--- config.mk ---
export PLATFORM = sky130hd
export DESIGN_NAME = pbfa_front
export DESIGN_NICKNAME = d
export VERILOG_FILES = /design/src/pbfa_pkg.sv /design/src/pbfa_front.sv
export SDC_FILE = /design/constraint.sdc
export NUM_CORES = 1
export LEC_CHECK = 0
export BUFFER_PORTS_ARGS = -buffer_cell sky130_fd_sc_hd__buf_2
export CORE_UTILIZATION = 30
export DETAILED_ROUTE_END_ITERATION = 8
export PLACE_DENSITY_LB_ADDON = 0.3
export SETUP_SLACK_MARGIN = 0.02
export SYNTH_ARGS = -nofsm -noshare
export SYNTH_HDL_FRONTEND = slang
export SYNTH_SLANG_ARGS = --single-unit
--- constraint.sdc ---
create_clock -name vclk -period 2.05
set_input_delay 0.1025 -clock vclk [all_inputs]
set_output_delay 0.1025 -clock vclk [all_outputs]
set_load 0.03 [all_outputs]
--- src/pbfa_pkg.sv ---
// Types and constants shared by the page frame allocator modules
package pbfa_pkg;

    localparam int NUM_BANKS_DEF   = 16;
    localparam int FRAMES_DEF      = 1024;

    localparam int BANK_W          = 6;
    localparam int FRAME_W         = 15;
    localparam int REQ_W           = 6;
    localparam int RND_W           = 16;
    localparam int ST_W            = 2;
    localparam int POL_W           = 2;
    localparam int QUEUE_DEPTH     = 2;

    localparam int IN_TDATA_W      = 40;
    localparam int OUT_TDATA_W     = 16;
    localparam int APB_ADDR_W      = 3;
    localparam int APB_DATA_W      = 32;

    localparam logic [APB_ADDR_W-1:0] ADDR_POLICY = 3'd0;

    typedef enum logic [1:0] {
        OP_ALLOC      = 2'd0,
        OP_ALLOC_BANK = 2'd1,
        OP_FREE       = 2'd2,
        OP_RESERVED   = 2'd3
    } t_opcode;

    localparam logic [POL_W-1:0] POL_RANDOM    = 2'd0;
    localparam logic [POL_W-1:0] POL_HIGHEST   = 2'd1;
    localparam logic [POL_W-1:0] POL_REQUESTER = 2'd2;
    localparam logic [POL_W-1:0] POL_RESERVED  = 2'd3;

    localparam logic [ST_W-1:0] ST_OK        = 2'd0;
    localparam logic [ST_W-1:0] ST_EXHAUSTED = 2'd1;
    localparam logic [ST_W-1:0] ST_BAD_BANK  = 2'd2;
    localparam logic [ST_W-1:0] ST_FULL      = 2'd3;

    // What the back end has to do with a classified item
    typedef enum logic [1:0] {
        K_DONE  = 2'd0,
        K_ALLOC = 2'd1,
        K_HIGH  = 2'd2,
        K_FREE  = 2'd3
    } t_kind;

    typedef struct packed {
        t_kind               kind;
        logic [BANK_W-1:0]   bank;
        logic [FRAME_W-1:0]  frame;
        logic [ST_W-1:0]     status;
    } t_cmd;

endpackage

--- src/pbfa_front.sv ---
// Front end: accepts items, picks or checks the bank, classifies the work
module pbfa_front #(
    parameter int NUM_BANKS       = pbfa_pkg::NUM_BANKS_DEF,
    parameter int FRAMES_PER_BANK = pbfa_pkg::FRAMES_DEF
) (
    input  logic                           i_valid,
    output logic                           o_ready,
    input  pbfa_pkg::t_opcode              i_opcode,
    input  logic [pbfa_pkg::REQ_W-1:0]     i_requester,
    input  logic [pbfa_pkg::RND_W-1:0]     i_random,
    input  logic [pbfa_pkg::FRAME_W-1:0]   i_freed,
    input  logic [pbfa_pkg::POL_W-1:0]     i_policy,
    input  logic                           i_q_full,
    output logic                           o_push,
    output pbfa_pkg::t_cmd                 o_cmd
);
    import pbfa_pkg::*;

    localparam logic [REQ_W-1:0]   REQ_LIMIT   = REQ_W'(NUM_BANKS - 1);
    localparam logic [FRAME_W-1:0] FRAME_LIMIT = FRAME_W'(NUM_BANKS);
    // Rounded-up reciprocals scaled by 2^32; exact for every 16-bit dividend
    localparam logic [31:0] RND_RECIP =
        32'(((64'd1 << 32) + 64'(NUM_BANKS) - 64'd1) / 64'(NUM_BANKS));
    localparam logic [31:0] FR_RECIP  =
        32'(((64'd1 << 32) + 64'(FRAMES_PER_BANK) - 64'd1) / 64'(FRAMES_PER_BANK));

    logic [BANK_W-1:0]    rnd_bank;
    logic [RND_W+31:0]    rnd_prod;
    logic [RND_W-1:0]     rnd_quot;
    logic [RND_W-1:0]     rnd_rem;
    logic [FRAME_W+31:0]  fr_prod;
    logic [FRAME_W-1:0]   fr_m1;
    logic [FRAME_W-1:0]   fr_bank;
    logic                 req_ok;
    logic                 fr_ok;

    assign o_ready = !i_q_full;
    assign o_push  = i_valid && !i_q_full;

    assign rnd_prod = (RND_W+32)'(i_random) * (RND_W+32)'(RND_RECIP);
    assign rnd_quot = rnd_prod[RND_W+31:32];
    assign rnd_rem  = i_random - rnd_quot * RND_W'(NUM_BANKS);
    assign rnd_bank = BANK_W'(rnd_rem);
    assign fr_m1    = i_freed - 1'b1;
    assign fr_prod  = (FRAME_W+32)'(fr_m1) * (FRAME_W+32)'(FR_RECIP);
    assign fr_bank  = fr_prod[FRAME_W+31:32];
    assign req_ok   = (i_requester <= REQ_LIMIT);
    assign fr_ok    = (i_freed != '0) && (fr_bank < FRAME_LIMIT);

    always_comb begin
        o_cmd        = '0;
        o_cmd.kind   = K_DONE;
        o_cmd.status = ST_OK;
        case (i_opcode)
            OP_ALLOC: begin
                case (i_policy)
                    POL_RANDOM: begin
                        o_cmd.kind = K_ALLOC;
                        o_cmd.bank = rnd_bank;
                    end
                    POL_HIGHEST: begin
                        o_cmd.kind = K_HIGH;
                    end
                    POL_REQUESTER: begin
                        if (req_ok) begin
                            o_cmd.kind = K_ALLOC;
                            o_cmd.bank = BANK_W'(i_requester);
                        end else begin
                            o_cmd.status = ST_BAD_BANK;
                        end
                    end
                    default: begin
                        o_cmd.status = ST_BAD_BANK;
                    end
                endcase
            end
            OP_ALLOC_BANK: begin
                if (req_ok) begin
                    o_cmd.kind = K_ALLOC;
                    o_cmd.bank = BANK_W'(i_requester);
                end else begin
                    o_cmd.status = ST_BAD_BANK;
                end
            end
            OP_FREE: begin
                if (fr_ok) begin
                    o_cmd.kind  = K_FREE;
                    o_cmd.bank  = BANK_W'(fr_bank);
                    o_cmd.frame = i_freed;
                end else begin
                    o_cmd.status = ST_BAD_BANK;
                end
            end
            default: begin
                o_cmd.kind = K_DONE;
            end
        endcase
    end

endmodule

==> summary.txt <==
Route
  • Router iterations before antenna repair: 2
  • Final WL: 1181 um
  • Via density per instance: 4.827
  • Routed vias: 613
  • DRC Markers: 0
  • DRT iter0 DRCs: 4
  • Routed WL per cell: 9.299 um
  • Antenna Violating Nets Remaining: 0

CTS
  • Setup Buffers After CTS: 0
  • CTS Hold Buffers Added: 0
  • Post-CTS sizing: 0

STA
  • Slew Viols, Final: 0
  • Fmax: 0.5796 GHz
  • Final setup viols: 0
  • Clock period minus worst slack: between 1.5 and 2 ns
  • Post-route setup TNS: 0 ns
  • Setup WS post-layout: 0.3247 ns
  • Tcrit/Tclk final: 0.8416
  • Worst Max-Slew Pin Slew: 0.5895 ns
  • Final hold vios: 0
  • Slew margin rel.: 0.6034
  • RSZ-0062 raised after global routing: no

Floorplan
  • Die Width: 38.13 um
  • Total die area: between 0.001 and 0.0015 mm2
  • # rows: 12
  • Initial Util: 0.3387
  • Die Ht: 38.13 um
  • Io pins: 70
  • Core Box Area: 0.001156 mm2

Placed design
  • Dpl ws: around 0.3 ns
  • IO Port Bufs: 55
  • Post-DP HPWL: approximately 1100 um
  • Placed cell count: approximately 130
  • Gpl congestion: 0.7069

Yosys
  • Top cell type's share of synthesized area: 0.2236
  • Post-synth cell types: 26
  • Ranking of synthesized cells by area: and2_1, xnor2_1, nor4_1, a22oi_1, buf_4
  • Synth Cell Area: a little under 400 um2
  • Largest area contributor in the netlist: and2_1
  • Synth Warn #: 0
  • Post-synthesis average cell area: 6.638 um2
  • Cells after Synth: 59
  • Register area share after synthesis: 0

Finish
  • Layout cells sized above 1: 0.5398
  • Seq. cell area: 0 um2
  • Area Overhead vs Synth: 70.93%
  • Commonest non-fill, non-tap cells in the layout: buf_2, and2_1, nor2_1
  • Seq_cells: 0
  • Most common cell after layout, fill and taps aside: buf_2
  • Final #Nets: around 160
  • N_diodes: 0
  • Clock buffer count: 0
  • Final Non-Filler Cells: approximately 130

Global routing
  • Grt met1 use: 0.1944
  • Met2 Use GR: 0.3220
  • Top Usage Layer GRT: met2
  • Global route overflow: 0
  • Met3 Use GR: 0
  • First-pass GRT wire length: 1766 um
  • Initial antenna violation count: 0
  • Via count of the first global-routing pass: 475
  • Largest net degree at the start of global routing: 11
  • Total track usage: 0.1594

Power and ir drop
  • Power Density: roughly 200 mW/mm2
  • Overall Power: around 0.14 mW
  • Leakage power: 0.3935 nW
  • Peak supply drop: 0.00009065 V

Setup path
  • Peak fanout along the critical path: 10
  • WS Path Type: input pin to primary output
  • Critical Path Source: i_freed[4]
  • Worst Path Required: 1.95 ns
  • Critical Path Source Type: input pin
  • Arr. time, crit path: 1.62 ns
  • Worst Setup EP: o_cmd[4]
  • Nature of the critical path endpoint: primary output

Hold path
  • Hold Crit Start: i_q_full
  • Hold Crit Class: input pin to primary output

Run
  • Max-cap violations: 0

Run status
  • Outcome: completed
[synthesized netlist by cell type]
library cell  instances
and2_1               14
nor2_1                6
nor4_1                4
a22oi_1               3
buf_4                 3
inv_1                 3
nor3_1                3
o21ai_1               3
xnor2_1               3
a211o_1               1
a21o_4                1
a21oi_1               1
a21oi_2               1
a22o_1                1
and4b_2               1
and4bb_4              1
conb_1                1
nand2_2               1
nand2b_1              1
nand3_1               1
nor2b_1               1
o31ai_1               1
o32ai_1               1
o41ai_1               1
or2b_2                1
xor2_1                1
[power by group]
part | switching, mW | internal, mW | total, mW
registers | 0 | 0 | 0
clock network | 0 | 0 | 0
logic | 0.0844 | 0.0523 | 0.137
total | 0.0844 | 0.0523 | 0.137
[critical path: stages]
cell,delay (ns)
buf_2,0.10
nor4_1,0.36
and4b_2,0.33
and4bb_4,0.28
a21o_4,0.13
and2_1,0.13
buf_2,0.19
[kinds of logic (layout without fill, tap and decap cells)]
group	count (synthesis)	in the layout	share of synthesized area
simple gates	34	34	0.5367
buf+inv	6	58	0.08626
xor+xnor	4	4	0.08947
other cells	1	3	0.009575
compound gates	14	14	0.2779
[stage by stage]
step                      hold WS (ns)    util  cell area, um2
after floorplan                 0.3146       -           399.1
final                           0.4825  0.5790           669.4
after global routing            0.4967  0.5790           669.4
after global placement          0.4778  0.5790           669.4
after CTS                       0.4838  0.5790           669.4
after detailed placement        0.4833  0.5790           669.4
[area by class of cell]
type               count  area (um2)
repair buffers        55       275.3
fillers              122       486.7
inverters              3       11.26
multi-input cells     55       365.4
well taps             14       17.52
[metal layers]
layer | share of wire | vias to the layer above
met2 | 0.49 | 32
met3 | 0.084 | 0
met4 | 0 | 0
met1 | 0.42 | 262
li1 | - | 319
met5 | 0 | -
[how the worst min path moves through the flow]
| stage | end | slack (ns) | cells after the start |
|---|---|---|---|
| after floorplan | o_push | 0.31 | 1 |
| after global placement | o_ready | 0.48 | 3 |
| after detailed placement | o_ready | 0.48 | 3 |
| after CTS | o_ready | 0.48 | 3 |
| after global routing | o_ready | 0.50 | 3 |
| final | o_ready | 0.48 | 3 |
No activity file was read; power rests on OpenSTA's default activity.
