--- src/pbfa_pkg.sv ---
// Types and constants shared by the page frame allocator modules
package pbfa_pkg;

    localparam int NUM_BANKS_DEF   = 16;
    localparam int FRAMES_DEF      = 1024;

    localparam int BANK_W          = 6;
    localparam int FRAME_W         = 15;
    localparam int REQ_W           = 6;
    localparam int RND_W           = 16;
    localparam int ST_W            = 2;
    localparam int POL_W           = 2;
    localparam int QUEUE_DEPTH     = 2;

    localparam int IN_TDATA_W      = 40;
    localparam int OUT_TDATA_W     = 16;
    localparam int APB_ADDR_W      = 3;
    localparam int APB_DATA_W      = 32;

    localparam logic [APB_ADDR_W-1:0] ADDR_POLICY = 3'd0;

    typedef enum logic [1:0] {
        OP_ALLOC      = 2'd0,
        OP_ALLOC_BANK = 2'd1,
        OP_FREE       = 2'd2,
        OP_RESERVED   = 2'd3
    } t_opcode;

    localparam logic [POL_W-1:0] POL_RANDOM    = 2'd0;
    localparam logic [POL_W-1:0] POL_HIGHEST   = 2'd1;
    localparam logic [POL_W-1:0] POL_REQUESTER = 2'd2;
    localparam logic [POL_W-1:0] POL_RESERVED  = 2'd3;

    localparam logic [ST_W-1:0] ST_OK        = 2'd0;
    localparam logic [ST_W-1:0] ST_EXHAUSTED = 2'd1;
    localparam logic [ST_W-1:0] ST_BAD_BANK  = 2'd2;
    localparam logic [ST_W-1:0] ST_FULL      = 2'd3;

    // What the back end has to do with a classified item
    typedef enum logic [1:0] {
        K_DONE  = 2'd0,
        K_ALLOC = 2'd1,
        K_HIGH  = 2'd2,
        K_FREE  = 2'd3
    } t_kind;

    typedef struct packed {
        t_kind               kind;
        logic [BANK_W-1:0]   bank;
        logic [FRAME_W-1:0]  frame;
        logic [ST_W-1:0]     status;
    } t_cmd;

endpackage

--- src/pbfa_queue.sv ---
// Short command queue between the front and back ends
module pbfa_queue (
    input  logic           i_clk,
    input  logic           i_rst_n,
    input  logic           i_push,
    input  pbfa_pkg::t_cmd i_data,
    output logic           o_full,
    output logic           o_valid,
    output pbfa_pkg::t_cmd o_data,
    input  logic           i_pop
);
    import pbfa_pkg::*;

    localparam int PTR_W = $clog2(QUEUE_DEPTH);

    t_cmd             r_mem [QUEUE_DEPTH];
    logic [PTR_W-1:0] r_wr_ptr;
    logic [PTR_W-1:0] r_rd_ptr;
    logic [PTR_W:0]   r_count;

    function automatic logic [PTR_W-1:0] ptr_next(input logic [PTR_W-1:0] p);
        return (p == PTR_W'(QUEUE_DEPTH - 1)) ? '0 : p + 1'b1;
    endfunction

    assign o_full  = (r_count == (PTR_W + 1)'(QUEUE_DEPTH));
    assign o_valid = (r_count != '0);
    assign o_data  = r_mem[r_rd_ptr];

    always_ff @(posedge i_clk) begin
        if (i_push) begin
            r_mem[r_wr_ptr] <= i_data;
        end
    end

    always_ff @(posedge i_clk) begin
        if (!i_rst_n) begin
            r_wr_ptr <= '0;
            r_rd_ptr <= '0;
            r_count  <= '0;
        end else begin
            if (i_push) begin
                r_wr_ptr <= ptr_next(r_wr_ptr);
            end
            if (i_pop) begin
                r_rd_ptr <= ptr_next(r_rd_ptr);
            end
            case ({i_push, i_pop})
                2'b10:   r_count <= r_count + 1'b1;
                2'b01:   r_count <= r_count - 1'b1;
                default: r_count <= r_count;
            endcase
        end
    end

endmodule

--- config.mk ---
export PLATFORM = sky130hd
export DESIGN_NAME = pbfa_queue
export DESIGN_NICKNAME = d
export VERILOG_FILES = /design/src/pbfa_pkg.sv /design/src/pbfa_queue.sv
export SDC_FILE = /design/constraint.sdc
export NUM_CORES = 1
export LEC_CHECK = 0
export CAP_MARGIN = 20
export CORE_MARGIN = 1.5
export CORE_UTILIZATION = 50
export DETAILED_ROUTE_END_ITERATION = 6
export DONT_BUFFER_PORTS = 1
export HOLD_SLACK_MARGIN = 0.06
export PLACE_DENSITY = 0.73
export SLEW_MARGIN = 20
export SYNTH_ARGS = -nofsm -noshare
export SYNTH_HDL_FRONTEND = slang
export SYNTH_SLANG_ARGS = --single-unit
--- constraint.sdc ---
create_clock -name i_clk -period 2.15 [get_ports i_clk]
set_input_delay 0.645 -clock i_clk [delete_from_list [all_inputs] [get_ports i_clk]]
set_output_delay 0.645 -clock i_clk [all_outputs]
set_load 0.01 [all_outputs]
==> impl_metrics.json, run 1 <==
{
  "syn2layout_area_growth_pct": 9.99,
  "cts_hold_buf": 0,
  "leakage_nw": 0.738,
  "rows": 22,
  "postSynthAreaPerCell_um2": 20.2,
  "grt_pass1_vias": 937,
  "cts-root-buf": "clkbuf_8",
  "synth-simple-area-share": 0.0279,
  "min_path_type": "input port to register",
  "drt_iter0_drc": 59,
  "final_cell_mix": "edfxtp_1 (50), mux2_2 (25), clkbuf_8 (7), dfxtp_1 (5)",
  "placed_cell_area_um2": 2110,
  "cp_num_buf_inv": 1,
  "post_cts_buffers": 0,
  "fin_crit_ns": 1.96,
  "worstReg2RegStart": "r_wr_ptr",
  "final_core_util": 0.588,
  "syn_inst": 100,
  "synth_compound_area_frac": 0.00993,
  "clk_path_buf_depth": 2,
  "setup_viol_count_final": 0,
  "startpoint_type": "register",
  "wirelength_um": 2990,
  "slowest_delay_ns": 0.42,
  "ant_nets": 0,
  "synth_mux_area_frac": 0.140,
  "yosysWarnings": 0,
  "insertion_delay_ns": 0.29,
  "htreeDepth": 2,
  "post-route-drc-count": 0,
  "port_buffers": 0,
  "ios": 56,
  "finClkSkew_ns": 0.00383,
  "synth_cell_types": 17,
  "status": "complete, no violations",
  "mostFrequentLayoutCell": "edfxtp_1",
  "numCtsBuffers": 5,
  "finalHoldViolCount": 0,
  "cts_tree": "yes",
  "cts_sinks": 55,
  "crit_fanout": 23,
  "rsz0062_at_grt": "no",
  "syn_area_um2": 2020,
  "synth_top_family_by_area": "multiplexers",
  "post-route-period-util": 0.912,
  "antenna_cells": 0,
  "antenna_found_initial": 0,
  "core_um2": 3770,
  "required_ns": 1.50,
  "timing_worst_setup_path_type": "register to output port",
  "end_kind": "output port",
  "drv_cap": 0,
  "gp_congestion": 0.685,
  "cpLargestDelayFamily": "flip-flops",
  "vias": 852,
  "max_freq_mhz": 510,
  "gr-total-overflow": 0,
  "maxSlewViolCount": 0,
  "grt_max_degree": 24,
  "die_area_um2": 4420,
  "netlist.area_leader.share": 0.744,
  "synth_seq_area_share": 0.794,
  "drive_gt1_frac": 0.373,
  "initial_utilization": 0.535,
  "cts_resized": 0,
  "grt_usage": 0.147,
  "dr.pass1.iters": 4,
  "ys_ff_latch": 55,
  "fin_setup_tns_ns": 0,
  "crit_path_top_delay_cell": "dfxtp_1",
  "cellPowerDensity_nw_per_um2": 909,
  "netlist_top_cells_area": "edfxtp_1 (74%), mux2_2 (14%), dfxtp_1 (5.0%), and2_1 (1.2%), xnor2_1 (0.87%)",
  "clk_pin_slew_ns": 0.09,
  "die_w_um": 66.5,
  "fin_area_um2": 2220,
  "fillCellCount": 278,
  "crit_chain": "buf_12 -> mux2_2",
  "vias_per_cell": 5.39,
  "grt_pass1_wl_um": 4550,
  "synth_fp_nets": 130,
  "hpwl_um": 2190,
  "nNetsFinal": 139,
  "vdd_drop_max_uv": 586,
  "synth_top_cell_by_area": "edfxtp_1",
  "arrival_ns": 1.32,
  "synth_xor_area_frac": 0.0130,
  "worstMarginPinSlew_ns": 0.213,
  "min_from": "i_data[13]",
  "die_height_um": 66.5,
  "route.detailed.wl_per_inst_um": 18.9,
  "synthAdderAreaFrac": 0.00620,
  "relSlewSlack": 0.858
}
synth_stat cells:
master	instances
buf_2	3
or2_2	1
or3_1	1
mux2_2	25
o21ai_0	1
dfxtp_1	5
xnor2_1	2
and2b_2	1
xor2_1	1
and2_1	4
nor2b_1	1
nor2_1	1
ha_1	1
o21a_1	1
edfxtp_1	50
a21boi_1	1
inv_1	1
per-stage QoR:
stage,power [mW],worst slack (ns),std cells,hold WS (ns)
2_1_floorplan,1.42,0.388,100,0.461
3_3_place_gp,1.45,0.540,150,0.474
3_5_place_dp,1.46,0.508,150,0.513
4_1_cts,2.04,0.178,158,0.433
5_1_grt,2.10,0.138,158,0.418
6_report,2.02,0.189,158,0.442
layer usage:
metal / track usage / part of all wire / vias up / wire length [um]
met5: 0 / 0 / - / 0
met4: 0.0383 / 0.0077 / 0 / 23
met3: 0.0676 / 0.092 / 4 / 276
met2: 0.268 / 0.55 / 32 / 1640
met1: 0.153 / 0.35 / 421 / 1050
li1: - / - / 395 / -
registers in the layout, indices dropped and copies added, names as in the netlist, named ones only:
| signal | cells |
|---|---|
| r_rd_ptr | 1 |
| r_mem | 50 |
| r_wr_ptr | 1 |
| r_count | 2 |
logic make-up (layout without fill, tap and decap cells):
family,Yosys count,count (layout)
AND/OR/NAND/NOR,9,9
adder cells (fa/ha/maj),1,1
multiplexers,25,25
AO/OA/AOI/OAI,3,3
buffers and inverters,4,14
flip-flops,55,55
XOR/XNOR,3,3
area by class of cell:
cell class	instances	area, um^2	area share
clock buffer	7	96.3	0.0434
clock inverter	1	7.51	0.00338
inverter	1	3.75	0.00169
multi-input combinational	41	399	0.180
sequential	55	1600	0.722
tap	48	60.1	0.0271
timing repair buffer	5	50.0	0.0226
report_power, final:
| part | total, mW | internal [mW] | switching (mW) |
|---|---|---|---|
| Combinational | 0.183 | 0.0843 | 0.0986 |
| Sequential | 1.25 | 1.23 | 0.0211 |
| Clock | 0.583 | 0.293 | 0.290 |
final timing paths:
path                   to  depth (start not counted)  slack [ns]
max            o_data[23]                          2        0.19
min          r_mem[1][13]                          0        0.44
max reg2reg  r_mem[1][19]                          2        1.09
min reg2reg    r_count[1]                          2        0.51
Power figures use the tool's default switching activity.
==> inputs of run 2 (changes only) <==
ABC_AREA = 1   (was unset)
GPL_TIMING_DRIVEN = 0   (was unset)
==> impl_metrics.json, run 2 <==
{
  "synth_xor_area_frac": 0,
  "regMostFlops": "r_mem",
  "arrival_ns": 1.25,
  "switchingPower_mw": 0.417,
  "clk_pin_slew_ns": 0.09,
  "required_ns": 1.50,
  "numCtsBuffers": 5,
  "max_freq_mhz": 528,
  "grt_max_degree": 26,
  "postSynthAreaPerCell_um2": 18.9,
  "nNetsFinal": 150,
  "timing_worst_setup_path_type": "register to output port",
  "relSlewSlack": 0.325,
  "post-route-drc-count": 0,
  "synth_edf_count": 50,
  "grt_pass1_vias": 957,
  "synth_compound_area_frac": 0.00469,
  "rsz0062_at_grt": "no",
  "post_cts_buffers": 0,
  "netlist_top_cells_area": "edfxtp_1 (70%), mux2_4 (14%), dfxtp_1 (4.7%), mux2_2 (2.6%), nor2_1 (1.9%)",
  "syn2layout_area_growth_pct": 8.26,
  "layout.cells.non_filler": 170,
  "drive_gt1_frac": 0.300,
  "grt_pass1_wl_um": 4570,
  "hpwl_um": 2120,
  "crit_chain": "buf_6 -> buf_12 -> mux2_4",
  "fin_crit_ns": 1.89,
  "synth_cell_types": 13,
  "cts_tree": "yes",
  "synth_mux_area_frac": 0.167,
  "vias_per_cell": 5.36,
  "setup_slack_ns": 0.257,
  "power_frac_clock": 0.307,
  "insertion_delay_ns": 0.30,
  "min_path_type": "input port to register",
  "ys.flop_type": "edfxtp_1",
  "gp_congestion": 0.628,
  "dr.pass1.iters": 6,
  "place_ws_ns": 0.294,
  "die_w_um": 68.4,
  "ant_nets": 0,
  "synth_top_family_by_area": "multiplexers",
  "cellPowerDensity_nw_per_um2": 898,
  "post-route-period-util": 0.880,
  "finClkSkew_ns": 0.00328,
  "crit_fanout": 10,
  "largest_reg_flops": 50,
  "startpoint_type": "register",
  "holdWs_ns": 0.437,
  "ios": 56,
  "cts_sinks": 55,
  "wirelength_um": 2940,
  "ys_ff_latch": 55,
  "cts-root-buf": "clkbuf_8",
  "initial_utilization": 0.526,
  "worstMarginPinSlew_ns": 1.01,
  "htreeDepth": 2,
  "synthAdderAreaFrac": 0.00586,
  "yosysWarnings": 0,
  "mostFrequentLayoutCell": "edfxtp_1",
  "netlist.area_leader.share": 0.703,
  "power_frac_seq": 0.602,
  "synth_seq_area_share": 0.750,
  "drv_cap": 0,
  "route.detailed.wl_per_inst_um": 17.3,
  "crit_path_top_delay_cell": "dfxtp_1",
  "vias": 911,
  "synth_top_cell_by_area": "edfxtp_1",
  "clk_path_buf_depth": 2,
  "syn_inst": 113,
  "synth_fp_nets": 143,
  "grt_usage": 0.143,
  "status": "complete, no violations",
  "finalHoldViolCount": 0,
  "vdd_drop_max_uv": 436,
  "core_um2": 4060,
  "final_core_util": 0.570,
  "cp_num_buf_inv": 2,
  "internal-power_mw": 1.66,
  "rows": 23,
  "slowest_delay_ns": 0.33,
  "port_buffers": 0,
  "end_kind": "output port",
  "gr-total-overflow": 0,
  "swShare": 0.201,
  "syn_area_um2": 2140,
  "fin_area_um2": 2310,
  "die_area_um2": 4670,
  "combPwrFrac": 0.092,
  "dp.cells": 163,
  "leakage_nw": 0.844,
  "setup_viol_count_final": 0,
  "cts_resized": 0,
  "final_cell_mix": "edfxtp_1 (50), mux2_4 (20), nor2_1 (10), nand2_1 (9), inv_1 (6)",
  "synth-simple-area-share": 0.0381,
  "synthArstFlopShare": 0,
  "p_total_mw": 2.08,
  "antenna_cells": 0,
  "die_height_um": 68.4,
  "drt_iter0_drc": 57,
  "fin_setup_tns_ns": 0,
  "placed_cell_area_um2": 2210,
  "maxSlewViolCount": 0,
  "reg.largest.list": "r_mem x50, r_count x2",
  "antenna_found_initial": 0,
  "cts_hold_buf": 0,
  "cpLargestDelayFamily": "flip-flops",
  "synth.most_common_cell": "edfxtp_1",
  "ys_top_cells_by_count": "edfxtp_1 (50), mux2_4 (20), nor2_1 (11)"
}
## run 2: final cells by class
| class | instances | area (um^2) |
|---|---|---|
| Fill cell | 298 | 1750 |
| Tap cell | 50 | 62.6 |
| Clock buffer | 5 | 68.8 |
| Multi-Input combinational cell | 49 | 468 |
| Clock inverter | 2 | 37.5 |
| Inverter | 6 | 22.5 |
| Buffer | 3 | 51.3 |
| Sequential cell | 55 | 1600 |
## run 2: worst paths after layout
| kind | depth (start not counted) | slack, ns | end | start |
|---|---|---|---|---|
| min | 0 | 0.44 | r_mem[0][7] | i_data[7] |
| max reg2reg | 2 | 0.54 | r_mem[1][4] | r_wr_ptr |
| min reg2reg | 2 | 0.52 | r_count[1] | r_count[1] |
| max | 3 | 0.26 | o_data[9] | register |
## run 2: metal layers
layer,global-route usage,wire [um],vias to the layer above
li1,-,-,423
met1,0.142,948,440
met2,0.252,1630,42
met3,0.0674,304,6
met4,0.0675,55,0
met5,0,0,-
## run 2: power groups by stage
stage | sequential [mW] | clock (mW) | combinational [mW]
3_5_place_dp | 1.27 | 0 | 0.196
6_report | 1.25 | 0.637 | 0.191
2_1_floorplan | 1.27 | 0 | 0.167
4_1_cts | 1.25 | 0.649 | 0.196
5_1_grt | 1.25 | 0.705 | 0.207
3_3_place_gp | 1.27 | 0 | 0.188
## run 2: cell families after synthesis
group                    Yosys count
buffers and inverters              9
flip-flops                        55
AND/OR/NAND/NOR                   21
adder cells (fa/ha/maj)            1
multiplexers                      25
AO/OA/AOI/OAI                      2
